==> src/hdl/cfp_pkg.sv <==
// Shared types, codes and limit tables of the command frame parser.
`default_nettype none
package cfp_pkg;

  // Module ids below this are eligible; the limit table has one row for each of them.
  localparam int NUM_MODULES = 18;

  localparam int CFG_INDEX_W = 2;
  localparam int CFG_DATA_W  = NUM_MODULES;
  localparam int OUT_DATA_W  = 48;
  localparam int OUT_USER_W  = 4;

  // configuration register indexes
  localparam logic [CFG_INDEX_W-1:0] REG_MODULE_ENABLE = 2'd0;
  localparam logic [CFG_INDEX_W-1:0] REG_ACCEPT_ANY    = 2'd1;
  localparam logic [CFG_INDEX_W-1:0] REG_GAP_TIMEOUT   = 2'd2;

  localparam logic [NUM_MODULES-1:0] MODULE_ENABLE_RST = 18'd1;
  localparam logic [15:0]            GAP_TIMEOUT_RST   = 16'd2000;

  // input item kind
  localparam logic OP_BYTE = 1'b0;
  localparam logic OP_TICK = 1'b1;

  localparam logic [7:0] START_BYTE = 8'hFF;
  localparam logic [7:0] END_BYTE   = 8'h00;

  // result status codes
  localparam logic [2:0] ST_NONE     = 3'd0;
  localparam logic [2:0] ST_HEADER   = 3'd1;
  localparam logic [2:0] ST_ARG      = 3'd2;
  localparam logic [2:0] ST_COMPLETE = 3'd3;
  localparam logic [2:0] ST_DROPPED  = 3'd4;

  typedef struct packed {
    logic [7:0] max_function;
    logic [7:0] max_count;
    logic [7:0] max_length;
  } limits_t;

  function automatic limits_t limits_of(input logic [7:0] id);
    limits_t l;
    case (id)
      8'd0:    l = '{8'd3, 8'd1,   8'd5};
      8'd1:    l = '{8'd3, 8'd1,   8'd2};
      8'd2:    l = '{8'd2, 8'd255, 8'd255};
      8'd3:    l = '{8'd3, 8'd1,   8'd32};
      8'd4:    l = '{8'd9, 8'd3,   8'd4};
      8'd5:    l = '{8'd4, 8'd1,   8'd2};
      8'd6:    l = '{8'd2, 8'd1,   8'd1};
      8'd7:    l = '{8'd0, 8'd0,   8'd0};
      8'd8:    l = '{8'd2, 8'd2,   8'd4};
      8'd9:    l = '{8'd3, 8'd1,   8'd2};
      8'd10:   l = '{8'd3, 8'd1,   8'd1};
      8'd11:   l = '{8'd4, 8'd26,  8'd3};
      8'd12:   l = '{8'd6, 8'd2,   8'd50};
      8'd13:   l = '{8'd5, 8'd1,   8'd255};
      8'd14:   l = '{8'd3, 8'd1,   8'd1};
      8'd15:   l = '{8'd1, 8'd2,   8'd1};
      8'd16:   l = '{8'd1, 8'd1,   8'd2};
      8'd17:   l = '{8'd3, 8'd100, 8'd255};
      default: l = '{8'd0, 8'd0,   8'd0};
    endcase
    return l;
  endfunction

endpackage
`default_nettype wire

==> src/hdl/cfp_limits.sv <==
// Per-module limit lookup and module id acceptance check.
`default_nettype none
module cfp_limits (
  input  logic [7:0]                     module_sel,
  input  logic [7:0]                     candidate,
  input  logic [cfp_pkg::NUM_MODULES-1:0] module_enable,
  input  logic                           accept_any_module,
  output cfp_pkg::limits_t               limits,
  output logic                           candidate_ok
);
  import cfp_pkg::*;

  logic        in_range;
  logic        enable_bit;
  logic [31:0] enable_wide;

  assign limits      = limits_of(module_sel);
  assign in_range    = ({24'd0, candidate} < NUM_MODULES);
  // ids 18 to 31 read a zero enable bit; larger ids wrap, and the range check rejects them
  assign enable_wide = 32'(module_enable);
  assign enable_bit  = enable_wide[candidate[4:0]];
  // id 0 is always registered
  assign candidate_ok = in_range &&
                        ((candidate == 8'd0) || accept_any_module || enable_bit);

endmodule
`default_nettype wire

==> src/hdl/command_frame_parser_core.sv <==
// Top level of the command frame parser: byte/tick stream in, per-byte status out.
// Each input transfer is either a received byte or a one-millisecond tick. Every byte is
// decoded in the cycle it is accepted and its status transfer is offered from the next cycle;
// ticks only advance the inter-byte gap counter and yield nothing. One item is accepted per
// clock; the only limit is the single output register, so a stalled master side holds the
// input until the pending status is taken. Configuration writes are accepted every cycle and
// should be issued only while the parser is idle.
`default_nettype none
module command_frame_parser_core (
  input  logic                           clk,
  input  logic                           rst,
  input  logic                           s_axis_tvalid,
  output logic                           s_axis_tready,
  input  logic [7:0]                     s_axis_tdata,  // rx_byte
  input  logic                           s_axis_tuser,  // op
  output logic                           m_axis_tvalid,
  input  logic                           m_axis_tready,
  // module, function, arg_count, arg_index, byte_index, arg_byte
  output logic [cfp_pkg::OUT_DATA_W-1:0] m_axis_tdata,
  // status[2:0], timed_out[3]
  output logic [cfp_pkg::OUT_USER_W-1:0] m_axis_tuser,
  input  logic                           cfg_valid,
  output logic                           cfg_ready,
  input  logic [cfp_pkg::CFG_INDEX_W-1:0] cfg_index,
  input  logic [cfp_pkg::CFG_DATA_W-1:0]  cfg_data
);
  import cfp_pkg::*;

  localparam logic [2:0] PH_IDLE     = 3'd0;
  localparam logic [2:0] PH_MODULE   = 3'd1;
  localparam logic [2:0] PH_FUNCTION = 3'd2;
  localparam logic [2:0] PH_COUNT    = 3'd3;
  localparam logic [2:0] PH_LENGTH   = 3'd4;
  localparam logic [2:0] PH_DATA     = 3'd5;
  localparam logic [2:0] PH_END      = 3'd6;

  // configuration
  logic [NUM_MODULES-1:0] module_enable;
  logic                   accept_any_module;
  logic [15:0]            gap_timeout_ms;

  // parser state
  logic       in_frame,       in_frame_next;
  logic [2:0] phase,          phase_next;
  logic [7:0] cur_module,     cur_module_next;
  logic [7:0] cur_function,   cur_function_next;
  logic [7:0] cur_arg_count,  cur_arg_count_next;
  logic [7:0] cur_arg_index,  cur_arg_index_next;
  logic [7:0] cur_arg_length, cur_arg_length_next;
  logic [7:0] cur_byte_index, cur_byte_index_next;
  logic [15:0] idle_ticks,    idle_ticks_next;

  // result register
  logic       out_valid;
  logic [2:0] out_status,     out_status_next;
  logic       out_timed_out,  out_timed_out_next;
  logic [7:0] out_module;
  logic [7:0] out_function;
  logic [7:0] out_arg_count;
  logic [7:0] out_arg_index,  out_arg_index_next;
  logic [7:0] out_byte_index, out_byte_index_next;
  logic [7:0] out_arg_byte,   out_arg_byte_next;

  logic    in_accept;
  logic    byte_accept;
  logic    timeout;
  limits_t limits;
  logic    candidate_ok;
  logic [7:0] rx_byte;

  assign rx_byte       = s_axis_tdata;
  assign s_axis_tready = !out_valid || m_axis_tready;
  assign in_accept     = s_axis_tvalid && s_axis_tready;
  assign byte_accept   = in_accept && (s_axis_tuser == OP_BYTE);
  assign cfg_ready     = 1'b1;

  cfp_limits u_limits (
    .module_sel        (cur_module),
    .candidate         (rx_byte),
    .module_enable     (module_enable),
    .accept_any_module (accept_any_module),
    .limits            (limits),
    .candidate_ok      (candidate_ok)
  );

  assign timeout = in_frame && (idle_ticks > gap_timeout_ms);

  always_comb begin
    in_frame_next       = in_frame;
    phase_next          = phase;
    cur_module_next     = cur_module;
    cur_function_next   = cur_function;
    cur_arg_count_next  = cur_arg_count;
    cur_arg_index_next  = cur_arg_index;
    cur_arg_length_next = cur_arg_length;
    cur_byte_index_next = cur_byte_index;
    idle_ticks_next     = idle_ticks;
    out_status_next     = ST_NONE;
    out_timed_out_next  = 1'b0;
    out_arg_index_next  = 8'd0;
    out_byte_index_next = 8'd0;
    out_arg_byte_next   = 8'd0;

    if (s_axis_tuser == OP_TICK) begin
      if (idle_ticks != 16'hFFFF) begin
        idle_ticks_next = idle_ticks + 16'd1;
      end
    end else begin
      idle_ticks_next = 16'd0;
      // a stale frame is closed first, then the byte is seen as outside a frame
      if (timeout) begin
        in_frame_next      = 1'b0;
        phase_next         = PH_IDLE;
        out_timed_out_next = 1'b1;
      end
      if (!in_frame || timeout) begin
        if (rx_byte == START_BYTE) begin
          in_frame_next      = 1'b1;
          phase_next         = PH_MODULE;
          cur_module_next    = 8'd0;
          cur_function_next  = 8'd0;
          cur_arg_count_next = 8'd0;
          out_status_next    = ST_HEADER;
        end
      end else begin
        case (phase)
          PH_MODULE: begin
            cur_module_next = rx_byte;
            if (candidate_ok) begin
              phase_next      = PH_FUNCTION;
              out_status_next = ST_HEADER;
            end else begin
              in_frame_next   = 1'b0;
              phase_next      = PH_IDLE;
              out_status_next = ST_DROPPED;
            end
          end
          PH_FUNCTION: begin
            cur_function_next = rx_byte;
            if (rx_byte > limits.max_function) begin
              in_frame_next   = 1'b0;
              phase_next      = PH_IDLE;
              out_status_next = ST_DROPPED;
            end else begin
              phase_next      = PH_COUNT;
              out_status_next = ST_HEADER;
            end
          end
          PH_COUNT: begin
            cur_arg_count_next  = rx_byte;
            cur_arg_index_next  = 8'd0;
            cur_byte_index_next = 8'd0;
            if (rx_byte > limits.max_count) begin
              in_frame_next   = 1'b0;
              phase_next      = PH_IDLE;
              out_status_next = ST_DROPPED;
            end else begin
              phase_next      = PH_LENGTH;
              out_status_next = ST_HEADER;
            end
          end
          PH_LENGTH: begin
            cur_byte_index_next = 8'd0;
            cur_arg_length_next = rx_byte;
            if (rx_byte > limits.max_length) begin
              in_frame_next   = 1'b0;
              phase_next      = PH_IDLE;
              out_status_next = ST_DROPPED;
            end else begin
              phase_next      = (cur_arg_count != 8'd0) ? PH_DATA : PH_END;
              out_status_next = ST_HEADER;
            end
          end
          PH_DATA: begin
            // a zero-length argument swallows one byte without storing it
            if (cur_byte_index < cur_arg_length) begin
              out_status_next     = ST_ARG;
              out_arg_index_next  = cur_arg_index;
              out_byte_index_next = cur_byte_index;
              out_arg_byte_next   = rx_byte;
              cur_byte_index_next = cur_byte_index + 8'd1;
            end else begin
              out_status_next = ST_HEADER;
            end
            if (cur_byte_index_next == cur_arg_length) begin
              phase_next         = PH_LENGTH;
              cur_arg_index_next = cur_arg_index + 8'd1;
            end
            if (cur_arg_index_next == cur_arg_count) begin
              phase_next = PH_END;
            end
          end
          PH_END: begin
            in_frame_next   = 1'b0;
            phase_next      = PH_IDLE;
            out_status_next = (rx_byte == END_BYTE) ? ST_COMPLETE : ST_DROPPED;
          end
          default: begin
            in_frame_next   = 1'b0;
            phase_next      = PH_IDLE;
            out_status_next = ST_DROPPED;
          end
        endcase
      end
    end
  end

  always_ff @(posedge clk) begin
    if (rst) begin
      module_enable     <= MODULE_ENABLE_RST;
      accept_any_module <= 1'b0;
      gap_timeout_ms    <= GAP_TIMEOUT_RST;
    end else if (cfg_valid && cfg_ready) begin
      case (cfg_index)
        REG_MODULE_ENABLE: module_enable     <= cfg_data;
        REG_ACCEPT_ANY:    accept_any_module <= cfg_data[0];
        REG_GAP_TIMEOUT:   gap_timeout_ms    <= cfg_data[15:0];
        default: begin
        end
      endcase
    end
  end

  always_ff @(posedge clk) begin
    if (rst) begin
      in_frame       <= 1'b0;
      phase          <= PH_IDLE;
      cur_module     <= 8'd0;
      cur_function   <= 8'd0;
      cur_arg_count  <= 8'd0;
      cur_arg_index  <= 8'd0;
      cur_arg_length <= 8'd0;
      cur_byte_index <= 8'd0;
      idle_ticks     <= 16'd0;
      out_valid      <= 1'b0;
    end else begin
      if (in_accept) begin
        in_frame       <= in_frame_next;
        phase          <= phase_next;
        cur_module     <= cur_module_next;
        cur_function   <= cur_function_next;
        cur_arg_count  <= cur_arg_count_next;
        cur_arg_index  <= cur_arg_index_next;
        cur_arg_length <= cur_arg_length_next;
        cur_byte_index <= cur_byte_index_next;
        idle_ticks     <= idle_ticks_next;
      end
      if (m_axis_tready) begin
        out_valid <= 1'b0;
      end
      if (byte_accept) begin
        out_valid <= 1'b1;
      end
    end
  end

  always_ff @(posedge clk) begin
    if (byte_accept) begin
      out_status     <= out_status_next;
      out_timed_out  <= out_timed_out_next;
      out_module     <= cur_module_next;
      out_function   <= cur_function_next;
      out_arg_count  <= cur_arg_count_next;
      out_arg_index  <= out_arg_index_next;
      out_byte_index <= out_byte_index_next;
      out_arg_byte   <= out_arg_byte_next;
    end
  end

  assign m_axis_tvalid = out_valid;
  assign m_axis_tdata  = {out_arg_byte, out_byte_index, out_arg_index,
                          out_arg_count, out_function, out_module};
  assign m_axis_tuser  = {out_timed_out, out_status};

  // a fresh result only follows an accepted byte
  assert property (@(posedge clk) disable iff (rst)
    $rose(m_axis_tvalid) |-> $past(s_axis_tvalid && s_axis_tready && (s_axis_tuser == OP_BYTE)))
    else $error("result without an accepted byte");

  assert property (@(posedge clk) disable iff (rst)
    in_frame == (phase != PH_IDLE))
    else $error("frame flag and phase disagree");

  assert property (@(posedge clk) disable iff (rst)
    (m_axis_tvalid && (out_status == ST_ARG)) |-> (out_byte_index < cur_arg_length))
    else $error("argument byte beyond argument length");

  assert property (@(posedge clk) disable iff (rst)
    (m_axis_tvalid && out_timed_out) |-> ((out_status == ST_NONE) || (out_status == ST_HEADER)))
    else $error("timed-out byte not handled as outside a frame");

endmodule
`default_nettype wire
==> config.mk <==
export PLATFORM = sky130hd
export DESIGN_NAME = command_frame_parser_core
export DESIGN_NICKNAME = d
export VERILOG_FILES = /design/src/hdl/cfp_pkg.sv /design/src/hdl/cfp_limits.sv /design/src/hdl/command_frame_parser_core.sv
export SDC_FILE = /design/constraint.sdc
export NUM_CORES = 1
export LEC_CHECK = 0
export ABC_AREA = 1
export BUFFER_PORTS_ARGS = -buffer_cell sky130_fd_sc_hd__buf_4
export CORE_ASPECT_RATIO = 1.2
export CORE_MARGIN = 3
export CORE_UTILIZATION = 60
export CTS_CLUSTER_DIAMETER = 120
export DETAILED_ROUTE_END_ITERATION = 8
export PLACE_DENSITY = 0.77
export SYNTH_ARGS = -nofsm -noshare
export SYNTH_HDL_FRONTEND = slang
export SYNTH_HIERARCHICAL = 1
export SYNTH_SLANG_ARGS = --single-unit
==> constraint.sdc <==
create_clock -name clk -period 6.2 [get_ports clk]
set_input_delay 0.31 -clock clk [delete_from_list [all_inputs] [get_ports clk]]
set_output_delay 0.31 -clock clk [all_outputs]
set_load 0.005 [all_outputs]
==> metrics list, run 1 <==
- The flow ran to the end, and the final reports show no timing, DRC or antenna violations.
- # Max-Cap Violations: 0
- Clock insertion delay at the later pin of the skew report: 430 ps
* Post-Syn Area: 9180 um2
- Maximum root-to-sink buffer count: 2
* Count of final hold-check violations: 0
* HP Start: cfg_data[17]
- Sort of element at the start of the critical path: flip-flop
- The worst setup path is of the reg2reg kind.
- Boundary Pins: 89
* Max VDD drop: 0.000163 V
- Detailed-router iteration count before antenna repair: 5
- Total Die Area: 16,800 um2
- CTS tree: yes
* Switch share: 25.4%
- The number of antenna violations at the first check in global routing came to 0.
- Grt ovf: 0
- Power density relative to cell area: 234 nW/um2
* Pin count of the biggest net entering global routing: 60
- The floorplan has 48 rows.
* Final period util: 52.8%
* Most used cell, CP: sky130_fd_sc_hd__inv_1
- At the end of the flow, the number of nets in the layout was 1,397.
- Cell total after placement: 1,488
* Cell-by-cell listing of the critical path: inv_1, ha_1, inv_1, o21ai_0, a211oi_1, inv_1, ha_1, inv_1, nor2_1, o21a_1, o21a_1, o21ai_0, a21oi_1, o32ai_1, o221ai_1, a311oi_1, nor2_1
- Number of pins with negative max-slew slack in the final report: 0
* Final standard cell count with taps included and fillers excluded: 1,520
* Max Clock Skew: 13.9 ps
- The worst setup path is captured at a flip-flop.
* Setup Fix Bufs, Post-CTS: 0
* Detailed-route wire length: 22.8 mm
- After synthesis the netlist holds a flip-flop and latch count of 156.
- The worst hold path terminates at module_enable[17].
- Slowest Stage Delay on Critical Path: 510 ps
- Once the floorplan was initialized, standard cells occupied 62.4% of the core.
- Setup repair after global routing left no endpoint under its margin.
* Aggregate global-route resource usage: 27.2%
- Total of endpoints with negative setup slack in the final report: 0
- Sum of negative setup slack: 0 ps
* Die Width: 119 um
- Buffers placed on the I/O ports in this run total 87.
- For the worst setup path, the data arrival time is 3430 ps.
- The die is 142 um tall.
* Number of buffers created by CTS: 17
- Average size of a mapped cell: 7.41 um2
- Dividing the detail-routed via count by the number of cells gives 5.55.
- Utilization after layout: 71.3%
- The root buffer cell chosen for the clock tree is sky130_fd_sc_hd__clkbuf_16.
- Measured in cells, the most critical reg-to-reg path has a length of 17.
- Via Count: 8,438
* Hold path cells: 3
- Among all flip-flop cells after synthesis, the most frequent one is sky130_fd_sc_hd__dfxtp_1.
- Worst-case headroom to the max-slew limit: 16.0%
- The critical path runs through a total of 17 cells.
- The HPWL after detailed placement is 15.6 mm.
- The clock tree synthesis step divided the H-tree into 4 levels.
- Tightest Pin Transition: 1260 ps
- Terminus of the critical flop-to-flop path: out_status[2]
- Yosys printed 6 warnings.
- Buffers plus inverters on the worst setup path: 4
* Required time at the endpoint of the critical path: 6360 ps
- Number of unique standard cell types used by synthesis: 51
- Number of sinks handled by clock tree synthesis: 156
- In this run, synthesis inferred 52 flip-flops with an integrated enable.
- Relative to the synthesized area, the layout overhead comes to 14.3%.
- In this run the static leakage power is 0.00475 uW.
- In the synthesized netlist, the number of instances is 1,239.
* Wire length of the first global-routing pass: 37.1 mm
- Residual antenna-violating net count after detailed routing: 0
- Peak Freq: 0.305 GHz
- Sequential cells burn 45.6% of the power.
- The path class of the tightest hold or removal check is in2reg.
- Design internal power: 1830 uW
- Clock-pin slew was measured on the worst setup and hold paths at 70 ps.
- Part of the Yosys area used for sequential elements: 39.7%
- Worst r2r src: cur_module[1]
- Number of fillers in the final layout: 1,231
- Routability-driven placement finished with a final weighted congestion of 0.942.
- After detailed routing, the average wire length per cell comes to 15.0 um.
* Total of hold buffers inserted after clock tree synthesis: 0
* Final total power: 2460 uW
- Highest net fanout along the worst path: 8
- Number of diodes: 0
* Number of instances resized during post-cts repair: 0
- The kind of cell with the highest combined delay along the critical path is compound AO/OA/AOI/OAI gates.
* Power share of the clock group: 41.2%
- The via count of the first global-routing pass is 7,568.
- Iteration-0 DRC Markers: 630
- Setup slack on the worst reg-to-reg path comes out at 2930 ps.
- Logic pwr share: 13.2%
- The clock period could shrink to 3270 ps.
- Proportion of synthesized flip-flops having asynchronous set or reset: 0%
* Switching power summed over all nets: 625 uW
- The slowest stage of the critical path is the sky130_fd_sc_hd__dfxtp_1 cell.
- Floorplan Core Area: 14,700 um2
- In the final layout, the share of cells above drive strength 1 is 12.6%.
* Count of unresolved DRC violations after routing: 0
## sequential cells by signal (all words and copies together) (netlist names)
name	flops
out_arg_count	8
out_byte_index	8
in_frame	1
cur_arg_length	8
m_axis_tvalid	1
idle_ticks	16
gap_timeout_ms	16
cur_module	8
out_timed_out	1
out_arg_index	8
cur_arg_count	8
out_status	3
out_module	8
cur_function	8
phase	3
cur_byte_index	8
cur_arg_index	8
out_function	8
module_enable	18
accept_any_module	1
out_arg_byte	8
## worst reg2reg max path: stages (launching register included)
cell and delay, ps:
sky130_fd_sc_hd__dfxtp_1 510, sky130_fd_sc_hd__inv_1 170, sky130_fd_sc_hd__ha_1 300, sky130_fd_sc_hd__inv_1 70, sky130_fd_sc_hd__o21ai_0 90, sky130_fd_sc_hd__a211oi_1 230, sky130_fd_sc_hd__inv_1 70, sky130_fd_sc_hd__ha_1 280
sky130_fd_sc_hd__inv_1 50, sky130_fd_sc_hd__nor2_1 40, sky130_fd_sc_hd__o21a_1 160, sky130_fd_sc_hd__o21a_1 160, sky130_fd_sc_hd__o21ai_0 130, sky130_fd_sc_hd__a21oi_1 80, sky130_fd_sc_hd__o32ai_1 190, sky130_fd_sc_hd__o221ai_1 150
sky130_fd_sc_hd__a311oi_1 240, sky130_fd_sc_hd__nor2_1 60
## per-layer routing
layer  part of all wire, %  GRT usage [%]  wire [um]
met1                    43           35.5       9820
met2                    48           45.9      11000
met3                   6.5           4.90       1500
met4                   2.3           8.79        532
met5                     0              0          0
## stage by stage
stage | cell area (um2) | setup slack, ps | hold WS, ps
floorplan | 9190 | 1690 | 435
global placement | 9910 | 2970 | 449
global route | 10500 | 2530 | 94.4
detailed placement | 9910 | 2970 | 453
CTS | 10500 | 2940 | 96.9
finish | 10500 | 2930 | 107
## layout make-up
class                      count  area (um2)  area share [%]
multi-input combinational    829        4510            43.0
sequential                   156        3640            34.7
inverter                     209         797            7.60
timing repair buffer          94         706            6.73
clock buffer                  28         559            5.33
tap                          200         250            2.38
clock inverter                 4        25.0           0.238
## synthesized netlist by cell type, types with 12 or more instances
cell,instances,share of area (%)
sky130_fd_sc_hd__a211oi_1,12,0.98
sky130_fd_sc_hd__a21oi_1,90,4.9
sky130_fd_sc_hd__buf_4,13,1.1
sky130_fd_sc_hd__clkbuf_1,32,1.3
sky130_fd_sc_hd__dfxtp_1,104,23
sky130_fd_sc_hd__edfxtp_1,52,17
sky130_fd_sc_hd__ha_1,56,7.6
sky130_fd_sc_hd__inv_1,195,8.0
sky130_fd_sc_hd__nand2_1,216,8.8
sky130_fd_sc_hd__nand2_2,13,0.89
sky130_fd_sc_hd__nand3_1,76,4.1
sky130_fd_sc_hd__nor2_1,113,4.6
sky130_fd_sc_hd__nor3_1,23,1.3
sky130_fd_sc_hd__o21ai_0,109,5.9
sky130_fd_sc_hd__o22ai_1,30,2.0
## power groups by stage
stage,clock [uW],combinational [uW],sequential (uW)
after floorplan,0,221,1140
after global placement,0,313,1140
after detailed placement,0,320,1140
after CTS,1020,323,1120
after global routing,1070,368,1130
final,1010,325,1120
## worst max path at each step
stage / startpoint / endpoint / slack (ps)
4_1_cts: cur_module[1] / out_status[2] / 2940
2_1_floorplan: m_axis_tvalid / cur_arg_index[3] / 1690
6_report: cur_module[1] / out_status[2] / 2930
3_3_place_gp: cur_module[1] / out_status[2] / 2970
5_1_grt: cur_module[1] / out_status[2] / 2530
3_5_place_dp: cur_module[1] / out_status[2] / 2970
## layout by cell type (no fill, tap or decap), types with 9 or more instances in the layout
cell and count:
sky130_fd_sc_hd__nand2_1 216, sky130_fd_sc_hd__inv_1 195, sky130_fd_sc_hd__nor2_1 112, sky130_fd_sc_hd__o21ai_0 109, sky130_fd_sc_hd__dfxtp_1 104, sky130_fd_sc_hd__buf_4 94
sky130_fd_sc_hd__a21oi_1 89, sky130_fd_sc_hd__nand3_1 76, sky130_fd_sc_hd__ha_1 56, sky130_fd_sc_hd__edfxtp_1 52, sky130_fd_sc_hd__o22ai_1 30, sky130_fd_sc_hd__nor3_1 23
sky130_fd_sc_hd__clkbuf_16 19, sky130_fd_sc_hd__nand2_2 13, sky130_fd_sc_hd__a211oi_1 12, sky130_fd_sc_hd__a31oi_1 10, sky130_fd_sc_hd__inv_2 9, sky130_fd_sc_hd__o211ai_1 9
## kinds of logic after synthesis
family / after synthesis / synth area share, %
other: 2 / 0.0818
AO/OA/AOI/OAI: 290 / 17.9
buffers and inverters: 257 / 11.4
flip-flops: 156 / 39.7
XOR/XNOR: 7 / 0.668
AND/OR/NAND/NOR: 471 / 22.6
adder cells (fa/ha/maj): 56 / 7.63
Note: power is estimated with default switching activity, not from simulation.
==> inputs of run 2 (changes only) <==
==> constraint.sdc (replaced) <==
create_clock -name clk -period 3.2 [get_ports clk]
set_input_delay 0.16 -clock clk [delete_from_list [all_inputs] [get_ports clk]]
set_output_delay 0.16 -clock clk [all_outputs]
set_load 0.005 [all_outputs]
==> run 2 against run 1 <==
  * First-iteration DRC count grew 45%
  * Clock skew down 4.5 ps
  * Sequential power increased by 94%
  * Non-clock buffer count grew 50
  * Cell area is 7.0% higher
  * Routed wire length up 10%
  * Count of clock-buffer cells in the layout is the same
  * Die area did not move
  * Combinational power is 110% higher
  * Core utilization up 5.0 points
  * Final cell count grew 3.3%
  * Highest routed layer unchanged
==> metrics list, run 2 (synthesized netlist as in run 1, its figures left out) <==
- Result of the run: finished, final reports clean
- HPWL Detailed: 16.1 mm
- Clock transition at path regs: 60 ps
- Maximum root-to-sink buffer count: 2
* Total of endpoints with negative setup slack in the final report: 0
- In this run the static leakage power is 0.00506 uW.
* Biggest register: module_enable
* Count of unresolved DRC violations after routing: 0
- Across the routed clock network, the largest skew measured is 9.39 ps.
- Number of diodes: 0
- Counting the buffers created by CTS gives 17.
- STA classifies the critical path startpoint as a flip-flop.
- Count of final hold-check violations: 0
* Aggregate global-route resource usage: 28.0%
* Residual antenna-violating net count after detailed routing: 0
- Max VDD drop: 0.000337 V
- The library cell used most frequently in the layout, excluding fill and tap cells, is sky130_fd_sc_hd__nand2_1.
- Crit Path Class: reg2reg
* Final GP Congestion: 0.902
* Number of sinks handled by clock tree synthesis: 156
- Floorplan Core Area: 14,700 um2
- Final total power: 4920 uW
- Time the worst path needs with I/O delays and setup: 3110 ps
- Worst Hold Class: in2reg
- Final Cell Area: 11,200 um2
- Number of H-tree levels: 4
* Worst hold slack after final layout: 20.4 ps
* Die Width: 119 um
- Summing all placed instances gives a cell area of 9990 um2.
* Final period util: 97.1%
- In the final layout, flip-flops and latches occupy 3660 um2.
- Timing would allow up to 0.322 GHz.
* Site row count: 48
* Power density relative to cell area: 438 nW/um2
- During I/O placement, the number of pins put on the boundary was 89.
- For this block, the via count after detailed routing is 8,999.
* Clock insertion delay at the later pin of the skew report: 430 ps
* Vertical die dimension: 142 um
- Of the cells placed in the final design, the portion with a size suffix greater than 1 is 18.5%.
- Largest registers: module_enable: 18 flops, gap_timeout_ms: 16 flops, idle_ticks: 16 flops
- Total Nets Final: 1,448
- Combined area of the multi-input logic cells: 4740 um2
- Total Die Area: 16,800 um2
* Required time at the endpoint of the critical path: 3550 ps
* Worst-case headroom to the max-slew limit: 63.8%
- The via count of the first global-routing pass is 7,979.
- Tightest Pin Transition: 542 ps
- Along the worst path, the maximum fanout reaches 6.
* IO buf count: 87
- The final-report max-slew violation count was 0.
- The final layout contains routed wiring with a total length of 25.2 mm.
- Leaving out fill and tap cells, the most frequent cells in the layout are sky130_fd_sc_hd__nand2_1 (205), sky130_fd_sc_hd__inv_1 (189), sky130_fd_sc_hd__buf_4 (121), sky130_fd_sc_hd__o21ai_0 (108), sky130_fd_sc_hd__nor2_1 (105).
* Grt ovf: 0
- In the final routed layout, each cell accounts on average for 16.1 um.
- STA puts the critical path data arrival time at 3460 ps.
- Initial antenna violation count: 0
- For this block, the initial DRC count from the detailed router was 911.
- Entering global routing, the biggest net connects 49 pins.
- In the routed layout, each cell is associated on average with a via count of 5.73.
- Counting the fill cells in the layout gives 1,076.
- The first global-routing pass estimated 38.3 mm of wire.
* Largest register FFs: 18
- Max-cap violations in this run came to 0.
* Endpoint kind of the worst setup timing path: flip-flop
- Starting Density: 62.4%
* Relative area change from synthesis to final layout: 22.3%
* CTS tree: yes
- CTS placed an instance of sky130_fd_sc_hd__clkbuf_16 at the clock tree root.
- Detailed-router iteration count before antenna repair: 8
==> run 2: cell types whose count changed in the layout (fill, tap and decap cells not counted), moves of 6 or more <==
| cell | before | now |
|---|---|---|
| sky130_fd_sc_hd__dfxtp_1 | 104 | 95 |
| sky130_fd_sc_hd__nand3_1 | 76 | 65 |
| sky130_fd_sc_hd__nand3_2 | 2 | 13 |
| sky130_fd_sc_hd__nand2_1 | 216 | 205 |
| sky130_fd_sc_hd__nor2_1 | 112 | 105 |
| sky130_fd_sc_hd__dfxtp_2 | 0 | 8 |
| sky130_fd_sc_hd__nand2_2 | 13 | 23 |
| sky130_fd_sc_hd__buf_4 | 94 | 121 |
| sky130_fd_sc_hd__inv_1 | 195 | 189 |
| sky130_fd_sc_hd__dlygate4sd3_1 | 0 | 17 |
==> run 2: critical path, cell delays in order (launching register included) <==
cell                       delay, ps
sky130_fd_sc_hd__dfxtp_2         330
sky130_fd_sc_hd__inv_1            70
sky130_fd_sc_hd__ha_1            290
sky130_fd_sc_hd__nand2_1         110
sky130_fd_sc_hd__nor2_4          180
sky130_fd_sc_hd__nand2_8         110
sky130_fd_sc_hd__buf_6           150
sky130_fd_sc_hd__nand2_1          60
sky130_fd_sc_hd__nand2_2          80
sky130_fd_sc_hd__nand2_1          70
sky130_fd_sc_hd__nand2_1          50
sky130_fd_sc_hd__nand2_1          70
sky130_fd_sc_hd__nand2_2         100
sky130_fd_sc_hd__nor2_8          200
sky130_fd_sc_hd__buf_6           130
sky130_fd_sc_hd__nand3b_1        100
sky130_fd_sc_hd__buf_4           150
sky130_fd_sc_hd__nand3_1          90
sky130_fd_sc_hd__nand2_1          80
sky130_fd_sc_hd__nand2_2          90
sky130_fd_sc_hd__nor2_2           40
sky130_fd_sc_hd__nand2_1         120
sky130_fd_sc_hd__nand2_1          90
sky130_fd_sc_hd__nand3_1          70
sky130_fd_sc_hd__nand2_1          60
sky130_fd_sc_hd__a21oi_1         140
==> run 2: area by class of cell <==
type                            count  area share [%]
Clock buffer                       28            5.08
Clock inverter                      3           0.390
Timing Repair Buffer              144            10.3
Multi-Input combinational cell    830            42.3
Tap cell                          200            2.23
Inverter                          209            7.17
Sequential cell                   156            32.6
==> run 2: timing repair <==
item,4_1_cts,5_1_grt
setup endpoints to repair,0,9
hold buffers,17,0
gates resized for setup,0,79
hold endpoints to repair,22,0
buffers inserted,0,22
==> run 2: stage by stage <==
| step | setup TNS (ps) | worst slack [ps] | util, % | instances |
|---|---|---|---|---|
| detailed placement | 0 | 78.2 | 67.9 | 1499 |
| global route | -270 | -119 | 76.3 | 1570 |
| finish | 0 | 93.3 | 76.3 | 1570 |
| CTS | 0 | 41.9 | 73.2 | 1547 |
| global placement | 0 | 209 | 67.9 | 1499 |
| floorplan | 0 | 340 | - | 1242 |
==> run 2: final timing paths <==
check	start	to	slack [ps]	cells after the start
max	cur_arg_length[5]	phase[0]	90	25
min	cfg_data[13]	module_enable[13]	20	3
max reg2reg	cur_arg_length[5]	phase[0]	90	25
min reg2reg	gap_timeout_ms[3]	gap_timeout_ms[3]	460	2
==> run 2: per-layer routing <==
metal  vias to the layer above  routed length (um)  track usage, %
met2                       440               12400            48.8
met5                         -                   0               0
met4                         0                 826            11.2
met3                        98                1780            5.10
li1                       4359                   -               -
met1                      4102               10200            34.3
==> run 2: where the power goes <==
group	switching [uW]	internal, uW	total [uW]
Combinational	412	265	677
Sequential	42.4	2130	2170
Clock	783	1290	2070
==> inputs of run 3 (changes only) <==
--- a/config.mk
+++ b/config.mk
@@ -9,10 +9,10 @@
 export BUFFER_PORTS_ARGS = -buffer_cell sky130_fd_sc_hd__buf_4
 export CORE_ASPECT_RATIO = 1.2
 export CORE_MARGIN = 3
-export CORE_UTILIZATION = 60
+export CORE_UTILIZATION = 30
 export CTS_CLUSTER_DIAMETER = 120
 export DETAILED_ROUTE_END_ITERATION = 8
-export PLACE_DENSITY = 0.77
+export PLACE_DENSITY = 0.42
 export SYNTH_ARGS = -nofsm -noshare
 export SYNTH_HDL_FRONTEND = slang
 export SYNTH_HIERARCHICAL = 1
==> run 3 against run 2 <==
  * Maximum frequency grew 6.7%
  * First-iteration DRC count shrank 58%
  * Clock skew grew 3.0 ps
  * Register-to-register slack gained 190 ps
  * Largest cell class unchanged
==> metrics list, run 3 (synthesized netlist as in run 1, its figures left out) <==
* Time the worst path needs with I/O delays and setup: 2910 ps
* Number of diodes: 0
* Vias in the first global route: 8,140
* Sum of negative setup slack: 0 ps
- From left edge to right edge, the die measures 166 um.
- Max Clock Skew: 12.4 ps
* Endpoint kind of the worst setup timing path: flip-flop
* Number of sinks handled by clock tree synthesis: 156
- Most common library cell in the layout ignoring fill and taps: sky130_fd_sc_hd__nand2_1
* Crit Path Class: reg2reg
- Vertical die dimension: 198 um
- In the final routed layout, each cell accounts on average for 15.5 um.
* Result of the run: finished, final reports clean
* Number of H-tree levels: 4
- Worst-case headroom to the max-slew limit: 44.7%
- Count of unresolved DRC violations after routing: 0
* # Max-Cap Violations: 0
- After layout, the worst path uses 91.0% of the clock period.
- Along the worst path, the maximum fanout reaches 7.
* Most used cell, CP: sky130_fd_sc_hd__nand2_1
- For this run, the detailed router's first-pass iteration total came to 5.
* IO buf count: 87
- Grt ovf: 0
* Aggregate global-route resource usage: 16.5%
- The highest layer touched by signal routing is met4.
- Biggest register: module_enable
* Required time at the endpoint of the critical path: 3580 ps
* Initial antenna violation count: 0
- Peak Freq: 0.343 GHz
* Max VDD drop: 0.000346 V
- Data arrival time of the worst path: 3290 ps
* Cell total after placement: 1,696
- In this run the critical register-to-register path is launched from cur_arg_length[5].
* Total of endpoints with negative setup slack in the final report: 0
- Final GP Congestion: 0.856
* Boundary Pins: 89
- CTS tree: yes
- The detailed router placed 8,435 vias in this run.
- Leaving out fill and tap cells, the most frequent cells in the layout are sky130_fd_sc_hd__nand2_1 (205), sky130_fd_sc_hd__inv_1 (195), sky130_fd_sc_hd__buf_4 (116), sky130_fd_sc_hd__o21ai_0 (109), sky130_fd_sc_hd__nor2_1 (105).
- The worst setup path is launched from a flip-flop.
- Count of final hold-check violations: 0
- The tightest min-delay check is of the in2reg type.
- The final-report max-slew violation count was 0.
* Clock insertion delay at the later pin of the skew report: 440 ps
- The detailed router put a total of 12.6 mm of wire on met1.
- The tree is rooted in a sky130_fd_sc_hd__clkbuf_16.
- After detailed routing, the met3 layer carries 966 um of wire.
- The first routing iteration left 379 violations.
* Static leakage: 0.00503 uW
- Tightest Pin Transition: 823 ps
- The floorplan step defined a die boundary enclosing 32,700 um2.
* Site row count: 69
* Largest registers: module_enable: 18 flops, gap_timeout_ms: 16 flops, idle_ticks: 16 flops
- Slowest Stage Delay on Critical Path: 330 ps
- The worst hold path begins at cfg_index[1].
- Wire length of the first global-routing pass: 43.5 mm
- The HPWL after detailed placement is 19.2 mm.
- Cell with the largest stage delay on the worst path: sky130_fd_sc_hd__dfxtp_1
- Clock-pin slew was measured on the worst setup and hold paths at 70 ps.
- Compared with the post-synthesis result, the final layout area differs by 24.7%.
- The number of clock buffers added by TritonCTS is 17.
- Critical path launch point: cur_arg_length[5]
- Wire segments on met2 add up to 13.2 mm in the final route.
- Starting Density: 30.7%
- Fraction of layout instances using a drive strength above 1: 16.3%
- Floorplan Core Area: 29,900 um2
* Final standard cell count with taps included and fillers excluded: 1,755
- Entering global routing, the biggest net connects 49 pins.
- Once detail routing completed, the nets flagged for antenna violations numbered 0.
- Maximum root-to-sink buffer count: 2
* Detailed-route wire length: 27.2 mm
- Largest register FFs: 18
- For this run, the post-layout net count is 1,442.
- Power density relative to cell area: 468 nW/um2
- Vias per inst: 4.81
==> run 3: path summary, 6_finish.rpt <==
kind / end / slack [ps] / cells after the start
worst min register to register: gap_timeout_ms[1] / 460 / 2
worst max-delay path: phase[2] / 290 / 25
worst max register to register: phase[2] / 290 / 25
worst min-delay path: accept_any_module / 20 / 4
==> run 3: stage by stage <==
| stage | power [uW] | utilization [%] | instance area, um2 | setup slack (ps) | hold slack (ps) |
|---|---|---|---|---|---|
| floorplan | 2630 | - | 9200 | 340 | 286 |
| global placement | 2860 | 34.5 | 10300 | 182 | 389 |
| detailed placement | 2860 | 34.5 | 10300 | 147 | 391 |
| CTS | 5420 | 37.6 | 11200 | 138 | 0.588 |
| global route | 5610 | 38.3 | 11400 | -15.2 | 28.0 |
| finish | 5350 | 38.3 | 11400 | 287 | 16.3 |
==> run 3: worst max-delay path: cells and delay by family (launching register included) <==
family,cells,cell delay [ps]
compound gates,2,270
fa+ha+maj,1,320
buf+inv,5,550
flops,1,330
simple gates,17,1380
==> run 3: per-layer routing <==
| layer | track usage [%] | vias up |
|---|---|---|
| li1 | - | 4342 |
| met1 | 21.6 | 3886 |
| met2 | 28.6 | 183 |
| met3 | 2.38 | 24 |
| met4 | 4.50 | 0 |
| met5 | 0 | - |
==> run 3: area by class of cell <==
cell class / count / area (um2)
Clock buffer: 17 / 425
Clock inverter: 15 / 290
Fill cell: 3204 / 18400
Inverter: 209 / 805
Multi-Input combinational cell: 830 / 4670
Sequential cell: 156 / 3650
Tap cell: 390 / 488
Timing Repair Buffer: 138 / 1120
==> run 3: timing repair <==
item | in CTS | in global routing
hold endpoints to repair | 26 | 0
setup buffers | 0 | 7
resized for setup | 0 | 41
setup endpoints to repair | 0 | 6
hold buffers | 19 | 0
==> run 3: power by group <==
part,internal [uW],switching [uW]
registers,2130,43.5
logic,261,413
clock network,1620,889
